--- src/rtl/tpe_pkg.sv ---
// Shared types and constants for the thick polyline expander.
// No dependencies.
`default_nettype none
package tpe_pkg;
    localparam int FracU  = 14;

    typedef enum logic {
        KIND_QUAD  = 1'b0,
        KIND_PATCH = 1'b1
    } kind_t;

    // datapath commands issued by the controller
    typedef struct packed {
        logic load_first;   // store point only
        logic load_seg;     // latch point, start segment math
        logic sqrt_start;
        logic div_start;    // start divide, div_sel picks numerator
        logic div_sel;      // 0: dy over len, 1: -dx over len
        logic calc_off;     // form offsets from quotients
        logic calc_vtx;     // form ceiled vertices
        logic commit;       // update prev and last_end state
    } cmd_t;

    typedef struct packed {
        logic sqrt_done;
        logic div_done;
        logic have_point;
        logic past_first;
    } sts_t;
endpackage
`default_nettype wire

--- src/rtl/tpe_datapath.sv ---
// Datapath: segment deltas, shared sqrt and divide unit, offsets, vertices.
// Depends on tpe_pkg.
`default_nettype none
module tpe_datapath #(
    parameter int COORD_WIDTH = 24
) (
    input  wire logic                  clk,
    input  wire logic                  rst_n,
    input  wire tpe_pkg::cmd_t         cmd,
    output tpe_pkg::sts_t              sts,
    input  wire logic [COORD_WIDTH-1:0] px,
    input  wire logic [COORD_WIDTH-1:0] py,
    input  wire logic [COORD_WIDTH-1:0] pz,
    input  wire logic [7:0]            thickness,
    input  wire logic [2:0]            vsel,
    output logic [15:0]                vx,
    output logic [15:0]                vy
);
    import tpe_pkg::*;

    localparam int DW  = COORD_WIDTH + 1;          // delta width
    localparam int PW  = 2 * DW;                   // square width
    localparam int SW  = 2 * DW + 2;               // sum of squares width
    localparam int RW  = (SW + 1) / 2;             // root width
    localparam int NW  = DW + FracU;               // numerator magnitude width
    localparam int CW  = COORD_WIDTH + 2;          // coordinate plus offset
    localparam int OW  = 24;                       // offset width (|off| <= 255*256+1)
    localparam int SQI = RW;                       // sqrt iterations
    localparam int CTW = $clog2(NW + 1) + 1;

    logic signed [COORD_WIDTH-1:0] prev_x_reg, prev_y_reg, prev_z_reg;
    logic signed [COORD_WIDTH-1:0] cur_x_reg, cur_y_reg, cur_z_reg;
    logic signed [DW-1:0] dx_reg, dy_reg, dz_reg;
    logic [15:0] lex_reg, ley_reg;
    logic have_reg, past_reg;

    // square accumulate: one square per cycle
    logic [1:0]        sq_cnt_reg;
    logic [SW-1:0]     rem_reg;       // sqrt remainder / sum
    logic [RW-1:0]     root_reg;
    logic [CTW-1:0]    it_reg;
    logic              sq_busy_reg, sq_done_reg;
    logic signed [DW-1:0] sq_op;
    logic [PW-1:0]     sq_val;

    // sqrt working: rem_reg holds unprocessed pairs, acc holds partial remainder
    logic [RW+1:0]     sacc_reg;
    logic [RW+1:0]     sacc_sh;

    // divider
    logic [NW-1:0]     quo_reg;
    logic [RW:0]       drem_reg;
    logic              dv_busy_reg, dv_done_reg, dv_neg_reg;
    logic signed [FracU+2:0] ux_reg, uy_reg;
    logic signed [OW-1:0] offx_reg, offy_reg;
    logic [15:0] s1x_reg, s1y_reg, s2x_reg, s2y_reg, e2x_reg, e2y_reg, e1x_reg, e1y_reg;

    logic [RW+1:0] trial;
    logic [RW:0]   dshift;
    logic [DW-1:0] dnum_mag;

    function automatic logic [15:0] ceil_sat(input logic signed [CW-1:0] v);
        logic signed [CW-1:0] c;
        c = (v + CW'(255)) >>> 8;
        if (c > CW'(32767)) return 16'h7FFF;
        if (c < -CW'(32768)) return 16'h8000;
        return c[15:0];
    endfunction

    always_comb
    begin
        unique case (sq_cnt_reg)
            2'd0:    sq_op = dx_reg;
            2'd1:    sq_op = dy_reg;
            default: sq_op = dz_reg;
        endcase
        sq_val = $unsigned(PW'(sq_op) * PW'(sq_op));
    end

    // sqrt trial value, divider shift-in and numerator magnitude
    always_comb
    begin
        trial    = {root_reg, 2'b01};
        dshift   = {drem_reg[RW-1:0], quo_reg[NW-1]};
        if (cmd.div_sel)
            dnum_mag = dx_reg[DW-1] ? DW'(-dx_reg) : DW'(dx_reg);
        else
            dnum_mag = dy_reg[DW-1] ? DW'(-dy_reg) : DW'(dy_reg);
    end

    assign sacc_sh = {sacc_reg[RW-1:0], rem_reg[SW-1 -: 2]};

    always_ff @(posedge clk or negedge rst_n)
    begin
        if (!rst_n)
        begin
            have_reg    <= 1'b0;
            past_reg    <= 1'b0;
            prev_x_reg  <= '0;
            prev_y_reg  <= '0;
            prev_z_reg  <= '0;
            cur_x_reg   <= '0;
            cur_y_reg   <= '0;
            cur_z_reg   <= '0;
            dx_reg      <= '0;
            dy_reg      <= '0;
            dz_reg      <= '0;
            lex_reg     <= '0;
            ley_reg     <= '0;
            sq_busy_reg <= 1'b0;
            sq_done_reg <= 1'b0;
            dv_busy_reg <= 1'b0;
            dv_done_reg <= 1'b0;
            dv_neg_reg  <= 1'b0;
            sq_cnt_reg  <= '0;
            rem_reg     <= '0;
            root_reg    <= '0;
            it_reg      <= '0;
            sacc_reg    <= '0;
            quo_reg     <= '0;
            drem_reg    <= '0;
            ux_reg      <= '0;
            uy_reg      <= '0;
            offx_reg    <= '0;
            offy_reg    <= '0;
            s1x_reg     <= '0;
            s1y_reg     <= '0;
            s2x_reg     <= '0;
            s2y_reg     <= '0;
            e2x_reg     <= '0;
            e2y_reg     <= '0;
            e1x_reg     <= '0;
            e1y_reg     <= '0;
        end
        else
        begin
            // one-cycle completion pulses
            sq_done_reg <= !cmd.sqrt_start && sq_busy_reg && (sq_cnt_reg == 2'd3)
                           && (it_reg == CTW'(SQI - 1));
            dv_done_reg <= !cmd.div_start && dv_busy_reg
                           && ((root_reg == '0) || (it_reg == CTW'(NW - 1)));
            if (cmd.load_first)
            begin
                prev_x_reg <= $signed(px);
                prev_y_reg <= $signed(py);
                prev_z_reg <= $signed(pz);
                have_reg   <= 1'b1;
                past_reg   <= 1'b0;
            end
            if (cmd.load_seg)
            begin
                cur_x_reg <= $signed(px);
                cur_y_reg <= $signed(py);
                cur_z_reg <= $signed(pz);
                dx_reg <= DW'($signed(px)) - DW'(prev_x_reg);
                dy_reg <= DW'($signed(py)) - DW'(prev_y_reg);
                dz_reg <= DW'($signed(pz)) - DW'(prev_z_reg);
            end
            // sum of squares, then root
            if (cmd.sqrt_start)
            begin
                sq_cnt_reg  <= 2'd0;
                rem_reg     <= '0;
                sq_busy_reg <= 1'b1;
                it_reg      <= '0;
                sacc_reg    <= '0;
                root_reg    <= '0;
            end
            else if (sq_busy_reg && sq_cnt_reg != 2'd3)
            begin
                rem_reg    <= rem_reg + SW'(sq_val);
                sq_cnt_reg <= sq_cnt_reg + 2'd1;
            end
            else if (sq_busy_reg)
            begin
                rem_reg <= rem_reg << 2;
                if (sacc_sh >= trial)
                begin
                    sacc_reg <= sacc_sh - trial;
                    root_reg <= {root_reg[RW-2:0], 1'b1};
                end
                else
                begin
                    sacc_reg <= sacc_sh;
                    root_reg <= {root_reg[RW-2:0], 1'b0};
                end
                it_reg <= it_reg + CTW'(1);
                if (it_reg == CTW'(SQI - 1))
                    sq_busy_reg <= 1'b0;
            end
            // restoring divide, one quotient bit per cycle
            if (cmd.div_start)
            begin
                dv_neg_reg  <= cmd.div_sel;
                dv_busy_reg <= 1'b1;
                it_reg      <= '0;
                drem_reg    <= '0;
                quo_reg     <= {dnum_mag, {FracU{1'b0}}};
            end
            else if (dv_busy_reg)
            begin
                if (root_reg == '0)
                begin
                    quo_reg     <= '0;
                    dv_busy_reg <= 1'b0;
                end
                else
                begin
                    if (dshift >= {1'b0, root_reg})
                    begin
                        drem_reg <= dshift - {1'b0, root_reg};
                        quo_reg  <= {quo_reg[NW-2:0], 1'b1};
                    end
                    else
                    begin
                        drem_reg <= dshift;
                        quo_reg  <= {quo_reg[NW-2:0], 1'b0};
                    end
                    it_reg <= it_reg + CTW'(1);
                    if (it_reg == CTW'(NW - 1))
                        dv_busy_reg <= 1'b0;
                end
            end
            if (dv_done_reg)
            begin
                // quotient fits in 14+1 bits, sign from numerator
                if (!dv_neg_reg)
                    ux_reg <= dy_reg[DW-1] ? -$signed({2'b00, quo_reg[FracU:0]})
                                           : $signed({2'b00, quo_reg[FracU:0]});
                else
                    uy_reg <= dx_reg[DW-1] ? $signed({2'b00, quo_reg[FracU:0]})
                                           : -$signed({2'b00, quo_reg[FracU:0]});
            end
            if (cmd.calc_off)
            begin
                offx_reg <= (OW'(ux_reg) * $signed({1'b0, thickness}) + OW'(32)) >>> 6;
                offy_reg <= (OW'(uy_reg) * $signed({1'b0, thickness}) + OW'(32)) >>> 6;
            end
            if (cmd.calc_vtx)
            begin
                s1x_reg <= ceil_sat(CW'(prev_x_reg));
                s1y_reg <= ceil_sat(CW'(prev_y_reg));
                s2x_reg <= ceil_sat(CW'(prev_x_reg) + CW'(offx_reg));
                s2y_reg <= ceil_sat(CW'(prev_y_reg) + CW'(offy_reg));
                e2x_reg <= ceil_sat(CW'(cur_x_reg) + CW'(offx_reg));
                e2y_reg <= ceil_sat(CW'(cur_y_reg) + CW'(offy_reg));
                e1x_reg <= ceil_sat(CW'(cur_x_reg));
                e1y_reg <= ceil_sat(CW'(cur_y_reg));
            end
            if (cmd.commit)
            begin
                lex_reg    <= e2x_reg;
                ley_reg    <= e2y_reg;
                prev_x_reg <= cur_x_reg;
                prev_y_reg <= cur_y_reg;
                prev_z_reg <= cur_z_reg;
                past_reg   <= 1'b1;
            end
        end
    end

    // vertex select for the output stage
    always_comb
    begin
        case (vsel) inside
            3'd0, 3'd4: begin vx = s1x_reg; vy = s1y_reg; end
            3'd1, 3'd5: begin vx = s2x_reg; vy = s2y_reg; end
            3'd2:       begin vx = e2x_reg; vy = e2y_reg; end
            3'd3:       begin vx = e1x_reg; vy = e1y_reg; end
            default:    begin vx = lex_reg; vy = ley_reg; end
        endcase
    end

    assign sts = {sq_done_reg, dv_done_reg, have_reg, past_reg};
endmodule
`default_nettype wire

--- src/rtl/tpe_ctrl.sv ---
// Controller: sequences sqrt, two divides, offsets and vertex emission.
// Depends on tpe_pkg.
`default_nettype none
module tpe_ctrl (
    input  wire logic          clk,
    input  wire logic          rst_n,
    input  wire logic          in_fire,
    input  wire logic          new_line,
    input  wire tpe_pkg::sts_t sts,
    output tpe_pkg::cmd_t      cmd,
    output logic               in_ready,
    output logic               out_valid,
    input  wire logic          out_ready,
    output logic [2:0]         vsel,
    output logic               vlast
);
    import tpe_pkg::*;

    typedef enum logic [3:0] {
        S_IDLE, S_SQRT, S_DIVX, S_DIVY, S_OFF, S_VTX, S_EMIT, S_DONE
    } state_t;

    state_t     state_reg;
    logic [2:0] vsel_reg;
    logic       past_reg;

    assign in_ready  = (state_reg == S_IDLE);
    assign out_valid = (state_reg == S_EMIT);
    assign vsel      = vsel_reg;
    assign vlast     = past_reg ? (vsel_reg == 3'd6) : (vsel_reg == 3'd3);

    always_comb
    begin
        cmd = '0;
        cmd.load_first = in_fire && (new_line || !sts.have_point);
        cmd.load_seg   = in_fire && !(new_line || !sts.have_point);
        cmd.sqrt_start = cmd.load_seg;
        cmd.div_sel    = (state_reg == S_DIVY);
        cmd.calc_off   = (state_reg == S_OFF);
        cmd.calc_vtx   = (state_reg == S_VTX);
        cmd.commit     = (state_reg == S_DONE);
        cmd.div_start  = (state_reg == S_SQRT && sts.sqrt_done)
                      || (state_reg == S_DIVX && sts.div_done);
        if (state_reg == S_DIVX && sts.div_done)
            cmd.div_sel = 1'b1;
    end

    always_ff @(posedge clk or negedge rst_n)
    begin
        if (!rst_n)
        begin
            state_reg <= S_IDLE;
            vsel_reg  <= '0;
            past_reg  <= 1'b0;
        end
        else
        begin
            unique case (state_reg)
                S_IDLE: if (cmd.load_seg) state_reg <= S_SQRT;
                S_SQRT: if (sts.sqrt_done) state_reg <= S_DIVX;
                S_DIVX: if (sts.div_done) state_reg <= S_DIVY;
                S_DIVY: if (sts.div_done) state_reg <= S_OFF;
                S_OFF:  state_reg <= S_VTX;
                S_VTX:
                begin
                    state_reg <= S_EMIT;
                    vsel_reg  <= '0;
                    past_reg  <= sts.past_first;
                end
                S_EMIT:
                    if (out_ready)
                    begin
                        if (vlast) state_reg <= S_DONE;
                        else vsel_reg <= vsel_reg + 3'd1;
                    end
                S_DONE: state_reg <= S_IDLE;
                default: state_reg <= S_IDLE;
            endcase
        end
    end

    a_no_accept_busy: assert property (@(posedge clk) disable iff (!rst_n)
        (state_reg != S_IDLE) |-> !in_ready) else $error("accept while busy");
    a_vsel_range: assert property (@(posedge clk) disable iff (!rst_n)
        out_valid |-> (vsel_reg <= 3'd6)) else $error("vertex index out of range");
    a_done_idle: assert property (@(posedge clk) disable iff (!rst_n)
        (state_reg == S_DONE) |=> (state_reg == S_IDLE)) else $error("commit not followed by idle");
endmodule
`default_nettype wire

--- src/rtl/thick_polyline_expander.sv ---
// Top level of the thick polyline expander: controller plus datapath.
// Depends on tpe_pkg, tpe_ctrl, tpe_datapath.
//
//  channel | dir | contents
//  s_axis  | in  | tdata point_x,y,z ; tuser new_line
//  m_axis  | out | tdata vertex_x,y,corner,kind ; tlast last
//  cfg     | in  | thickness
// A segment passes through the accept, the sum of 3 squares, COORD_WIDTH+2 root
// steps and a handoff, two divides on the shared bit-serial unit, offset and
// vertex setup, 4 or 7 beats, a commit and a return to idle between accepts.
// A first point is only stored. Reset clears state; thickness resets to 1.
// A stalled m_axis holds the vertex beat; no input is taken meanwhile.
`default_nettype none
module thick_polyline_expander #(
    parameter int COORD_WIDTH = 24
) (
    input  wire logic clk,
    input  wire logic rst_n,
    input  wire logic s_axis_tvalid,
    output logic      s_axis_tready,
    // point_x, point_y, point_z from bit 0
    input  wire logic [((3*COORD_WIDTH+7)/8)*8-1:0] s_axis_tdata,
    // new_line
    input  wire logic s_axis_tuser,
    output logic      m_axis_tvalid,
    input  wire logic m_axis_tready,
    // vertex_x, vertex_y, corner, shape_kind from bit 0, zero fill
    output logic [39:0] m_axis_tdata,
    output logic      m_axis_tlast,
    input  wire logic cfg_valid,
    output logic      cfg_ready,
    input  wire logic [7:0] cfg_data
);
    import tpe_pkg::*;

    cmd_t cmd;
    sts_t sts;
    logic [7:0] thick_reg;
    logic [2:0] vsel;
    logic       vlast, in_fire;
    logic [15:0] vx, vy;

    assign cfg_ready = 1'b1;
    always_ff @(posedge clk or negedge rst_n)
    begin
        if (!rst_n) thick_reg <= 8'd1;
        else if (cfg_valid) thick_reg <= cfg_data;
    end

    assign in_fire = s_axis_tvalid && s_axis_tready;

    tpe_ctrl u_ctrl (
        .clk(clk), .rst_n(rst_n), .in_fire(in_fire), .new_line(s_axis_tuser),
        .sts(sts), .cmd(cmd), .in_ready(s_axis_tready), .out_valid(m_axis_tvalid),
        .out_ready(m_axis_tready), .vsel(vsel), .vlast(vlast)
    );

    tpe_datapath #(.COORD_WIDTH(COORD_WIDTH)) u_dp (
        .clk(clk), .rst_n(rst_n), .cmd(cmd), .sts(sts),
        .px(s_axis_tdata[COORD_WIDTH-1:0]),
        .py(s_axis_tdata[2*COORD_WIDTH-1:COORD_WIDTH]),
        .pz(s_axis_tdata[3*COORD_WIDTH-1:2*COORD_WIDTH]),
        .thickness(thick_reg), .vsel(vsel), .vx(vx), .vy(vy)
    );

    assign m_axis_tdata = {5'd0, (vsel > 3'd3) ? KIND_PATCH : KIND_QUAD,
                           (vsel > 3'd3) ? 2'(vsel - 3'd4) : vsel[1:0], vy, vx};
    assign m_axis_tlast = vlast;
endmodule
`default_nettype wire
--- config.mk ---
export PLATFORM = sky130hd
export DESIGN_NAME = thick_polyline_expander
export DESIGN_NICKNAME = d
export VERILOG_FILES = /design/src/rtl/tpe_pkg.sv /design/src/rtl/tpe_datapath.sv /design/src/rtl/tpe_ctrl.sv /design/src/rtl/thick_polyline_expander.sv
export SDC_FILE = /design/constraint.sdc
export NUM_CORES = 2
export LEC_CHECK = 0
export ABC_AREA = 1
export BUFFER_PORTS_ARGS = -buffer_cell sky130_fd_sc_hd__buf_2
export CAP_MARGIN = 0
export CORE_ASPECT_RATIO = 0.8
export CORE_MARGIN = 4
export CORE_UTILIZATION = 25
export DETAILED_ROUTE_END_ITERATION = 10
export GPL_ROUTABILITY_DRIVEN = 0
export PLACE_DENSITY_LB_ADDON = 0.12
export SYNTH_ARGS = -nofsm -noshare
export SYNTH_HDL_FRONTEND = slang
export SYNTH_SLANG_ARGS = --single-unit
--- constraint.sdc ---
create_clock -name clk -period 12 [get_ports clk]
set_clock_uncertainty 0.1 [all_clocks]
set_input_delay 2.4 -clock clk [delete_from_list [all_inputs] [get_ports clk]]
set_output_delay 2.4 -clock clk [all_outputs]
set_load 0.05 [all_outputs]
==> impl_metrics.xml <==
<?xml version="1.0" encoding="UTF-8"?>
<metrics>
  <group name="run_status">
    <metric name="status" unit="">finished, final reports clean</metric>
  </group>
  <group name="clock_tree">
    <metric name="cts.sinks" unit="">649</metric>
    <metric name="htree_num_levels" unit="">3</metric>
    <metric name="clk_transition_reported_paths" unit="ns">0.07</metric>
    <metric name="insertion_delay" unit="ns">0.75</metric>
    <metric name="cts_tree" unit="">done</metric>
    <metric name="max-clock-path-buffers" unit="">3</metric>
    <metric name="clock-root-buffer" unit="">clkbuf_16</metric>
    <metric name="tritoncts.num_buffers" unit="">84</metric>
  </group>
  <group name="global_route">
    <metric name="grt.overflow.total" unit="">0</metric>
    <metric name="grt_use_total" unit="%">18.67</metric>
    <metric name="first_global_vias" unit="">73380</metric>
    <metric name="antenna_violations_before_repair" unit="">25</metric>
    <metric name="grt_pass1_wl" unit="mm">483.4</metric>
    <metric name="largest_net_degree_at_the_start_of_global_routing" unit="">143</metric>
  </group>
  <group name="synthesis">
    <metric name="synth.top_cell.area_share" unit="%">19.94</metric>
    <metric name="number_of_flops_mapped_to_enable_cells_by_yosys" unit="">0</metric>
    <metric name="netlist_instances" unit="">11520</metric>
    <metric name="synthFlopType" unit="">dfrtp_1</metric>
    <metric name="synth.top_cells.by_area" unit="">fa_1, dfrtp_1, nand2_1</metric>
    <metric name="synthTopCellsByCount" unit="">nand2_1, inv_1, nor2_1</metric>
    <metric name="synth.yosys.warnings" unit="">0</metric>
    <metric name="number_of_different_library_cells_in_the_post_synthesis_netlist" unit="">67</metric>
    <metric name="syn_area_per_cell" unit="sq um">7.141</metric>
    <metric name="synth_sequential_area_ratio" unit="%">19.75</metric>
    <metric name="post_synth_instance_area" unit="sq mm">0.08222</metric>
    <metric name="top_count_cell_post_synth" unit="">nand2_1</metric>
    <metric name="cell_type_contributing_the_most_total_cell_area_after_synthesis" unit="">fa_1</metric>
    <metric name="synthArstFlopShare" unit="%">100.0</metric>
    <metric name="yosys_register_bits" unit="">649</metric>
  </group>
  <group name="power">
    <metric name="leakage_component_of_the_power" unit="nW">50.99</metric>
    <metric name="ir_drop" unit="mV">0.1095</metric>
    <metric name="power.density" unit="mW/mm^2">57.92</metric>
  </group>
  <group name="setup_path">
    <metric name="worstReg2RegStart" unit="">u_dp.sq_cnt_reg[0]</metric>
    <metric name="r2r_worst_path_depth" unit="">38</metric>
    <metric name="cp_max_fo" unit="">16</metric>
    <metric name="worstSetupStartpointType" unit="">flop</metric>
    <metric name="critical_path.most_common_cell" unit="">inv_1</metric>
    <metric name="critical_path.startpoint" unit="">u_dp.sq_cnt_reg[0]</metric>
    <metric name="regToRegSetupSlack" unit="ns">0.51</metric>
    <metric name="max_stage_delay" unit="ns">0.78</metric>
    <metric name="cp.required" unit="ns">12.54</metric>
    <metric name="setup.worst_path.end_class" unit="">flop</metric>
    <metric name="setup.worst_path.class" unit="">reg -&gt; reg</metric>
    <metric name="r2r_end" unit="">u_dp.rem_reg[35]</metric>
    <metric name="cp_data_arrival_time" unit="ns">12.03</metric>
    <metric name="worstSetupEndpoint" unit="">u_dp.rem_reg[35]</metric>
    <metric name="critical_path_slowest_stage_cell" unit="">nor3_1</metric>
  </group>
  <group name="drt">
    <metric name="detailed_routing_iterations_pass_1" unit="">5</metric>
    <metric name="vias_per_cell" unit="">4.655</metric>
    <metric name="wire_per_inst" unit="um">20.11</metric>
    <metric name="via_count" unit="">74110</metric>
    <metric name="routed_wl" unit="mm">320.2</metric>
    <metric name="number_of_drc_violations_after_detailed_routing" unit="">0</metric>
    <metric name="postRouteAntennaNets" unit="">0</metric>
    <metric name="detail_route.iter0.violations" unit="">5922</metric>
  </group>
  <group name="placement">
    <metric name="post_dp_cell_area" unit="sq mm">0.08771</metric>
    <metric name="dp_hpwl" unit="mm">262.1</metric>
    <metric name="port-buffer-count" unit="">123</metric>
  </group>
  <group name="layout">
    <metric name="layout-area-overhead-vs-synth" unit="%">10.25</metric>
    <metric name="nNetsFinal" unit="">13030</metric>
    <metric name="design_area" unit="sq mm">0.09066</metric>
    <metric name="layout-drive-gt1-share" unit="%">4.245</metric>
    <metric name="largest_register_ff_count" unit="">52</metric>
  </group>
  <group name="timing">
    <metric name="unrepaired_setup_endpoints_after_global_routing" unit="">false</metric>
    <metric name="timing.setup.tns" unit="ns">0</metric>
    <metric name="period_needed" unit="ns">11.49</metric>
    <metric name="count_of_final_hold_check_violations" unit="">0</metric>
    <metric name="achievable-frequency" unit="MHz">87.03</metric>
    <metric name="max-slew-margin-rel" unit="%">18.01</metric>
    <metric name="fin_crit_sh" unit="%">95.75</metric>
    <metric name="timing_worst_slew_pin_value" unit="ns">1.217</metric>
    <metric name="setup_viols_final" unit="">0</metric>
    <metric name="report.final.slew_viol_count" unit="">0</metric>
  </group>
  <group name="die">
    <metric name="core-area" unit="sq mm">0.3277</metric>
    <metric name="initial_core_util" unit="%">25.09</metric>
    <metric name="die_w" unit="um">649.2</metric>
    <metric name="die_outline_area" unit="sq mm">0.3382</metric>
    <metric name="floorplan.rows" unit="">188</metric>
    <metric name="ios" unit="">130</metric>
    <metric name="floorplan.die.height" unit="um">521.0</metric>
  </group>
  <group name="flow_run">
    <metric name="maxCapViolations" unit="">0</metric>
  </group>
  <group name="hold_path">
    <metric name="hold_path_class" unit="">reg -&gt; reg</metric>
    <metric name="min_from" unit="">u_dp.have_reg</metric>
  </group>
</metrics>
## per-layer routing
layer  global-route usage [%]  part of all wire [%]  vias up
met4                    3.109                   1.7       18
met2                    25.98                    39     1952
met5                   0.1396                 0.047        -
li1                         -                     -    35710
met1                    29.41                    52    36180
met3                    3.815                   6.9      254
## cell usage in the layout, fill, tap and decap left out, types with 89 or more instances in the layout
cell	synthesis	final
nand2_1	3041	3037
nor3_1	123	123
buf_4	12	89
nand4_1	158	158
nor2_1	827	822
o21ai_0	602	602
xor2_1	132	132
a21oi_1	597	596
buf_2	71	122
ha_1	653	652
inv_1	2361	2358
nand3_1	483	483
dfrtp_1	648	648
fa_1	819	819
## critical path: cells and delay by family (launching register included)
family,cells,cell delay [ns]
AOI/OAI and AO/OA,3,0.53
adders and majority gates,10,4.69
xor gates and xnor gates,1,0.50
and+or+nand+nor,13,3.40
DFF,1,0.38
buffers and inverters,11,1.74
## area by class of cell
| type | instances | area (sq um) |
|---|---|---|
| Clock inverter | 37 | 526.8 |
| Timing Repair Buffer | 215 | 1354 |
| Sequential cell | 649 | 16240 |
| Multi-Input combinational cell | 8136 | 55670 |
| Tap cell | 4370 | 5468 |
| Fill cell | 36300 | 237000 |
| Inverter | 2390 | 8980 |
| Antenna cell | 6 | 15.01 |
| Clock buffer | 117 | 2397 |
## per-stage QoR
stage                     cells  setup WS (ns)  total power [mW]  hold slack (ns)  util [%]
after global routing      15920        0.04338             5.466           0.3890     27.66
after CTS                 15910         0.6511             5.360           0.3638     27.66
after global placement    15760         0.5208             2.533           0.3393     26.77
after detailed placement  15760         0.7616             2.533           0.3442     26.77
final                     15920         0.5101             5.251           0.3519     27.67
after floorplan           11520          3.152             2.372           0.3179         -
## worst min-delay path by stage
stage                  endpoint  slack [ns]  depth (start not counted)
2_1_floorplan     u_dp.have_reg        0.32                          2
3_3_place_gp      u_dp.have_reg        0.34                          2
3_5_place_dp      u_dp.have_reg        0.34                          2
4_1_cts           u_dp.have_reg        0.36                          2
5_1_grt        u_dp.quo_reg[23]        0.39                          2
6_report          u_dp.have_reg        0.35                          2
## power by group
part	internal, mW	switching (mW)
Sequential	2.19	0.00148
Clock	1.56	1.20
Combinational	0.0600	0.230
Total	3.82	1.43
## repair_timing
action	4_1_cts	5_1_grt
hold buffers	0	0
setup buffers	0	0
gates resized for setup	0	2
endpoints found under the setup margin	0	4
endpoints found under the hold margin	0	0
## cells by family after synthesis
logic type	after synthesis	share of synthesized area (%)
AND/OR/NAND/NOR	4762	23.67
buffers and inverters	2734	12.72
AO/OA/AOI/OAI	1637	11.09
adder cells (fa/ha/maj)	1472	29.88
flip-flops	649	19.75
XOR/XNOR	220	2.343
multiplexers	39	0.5341
other	2	0.009134
Power figures use the tool's default switching activity.
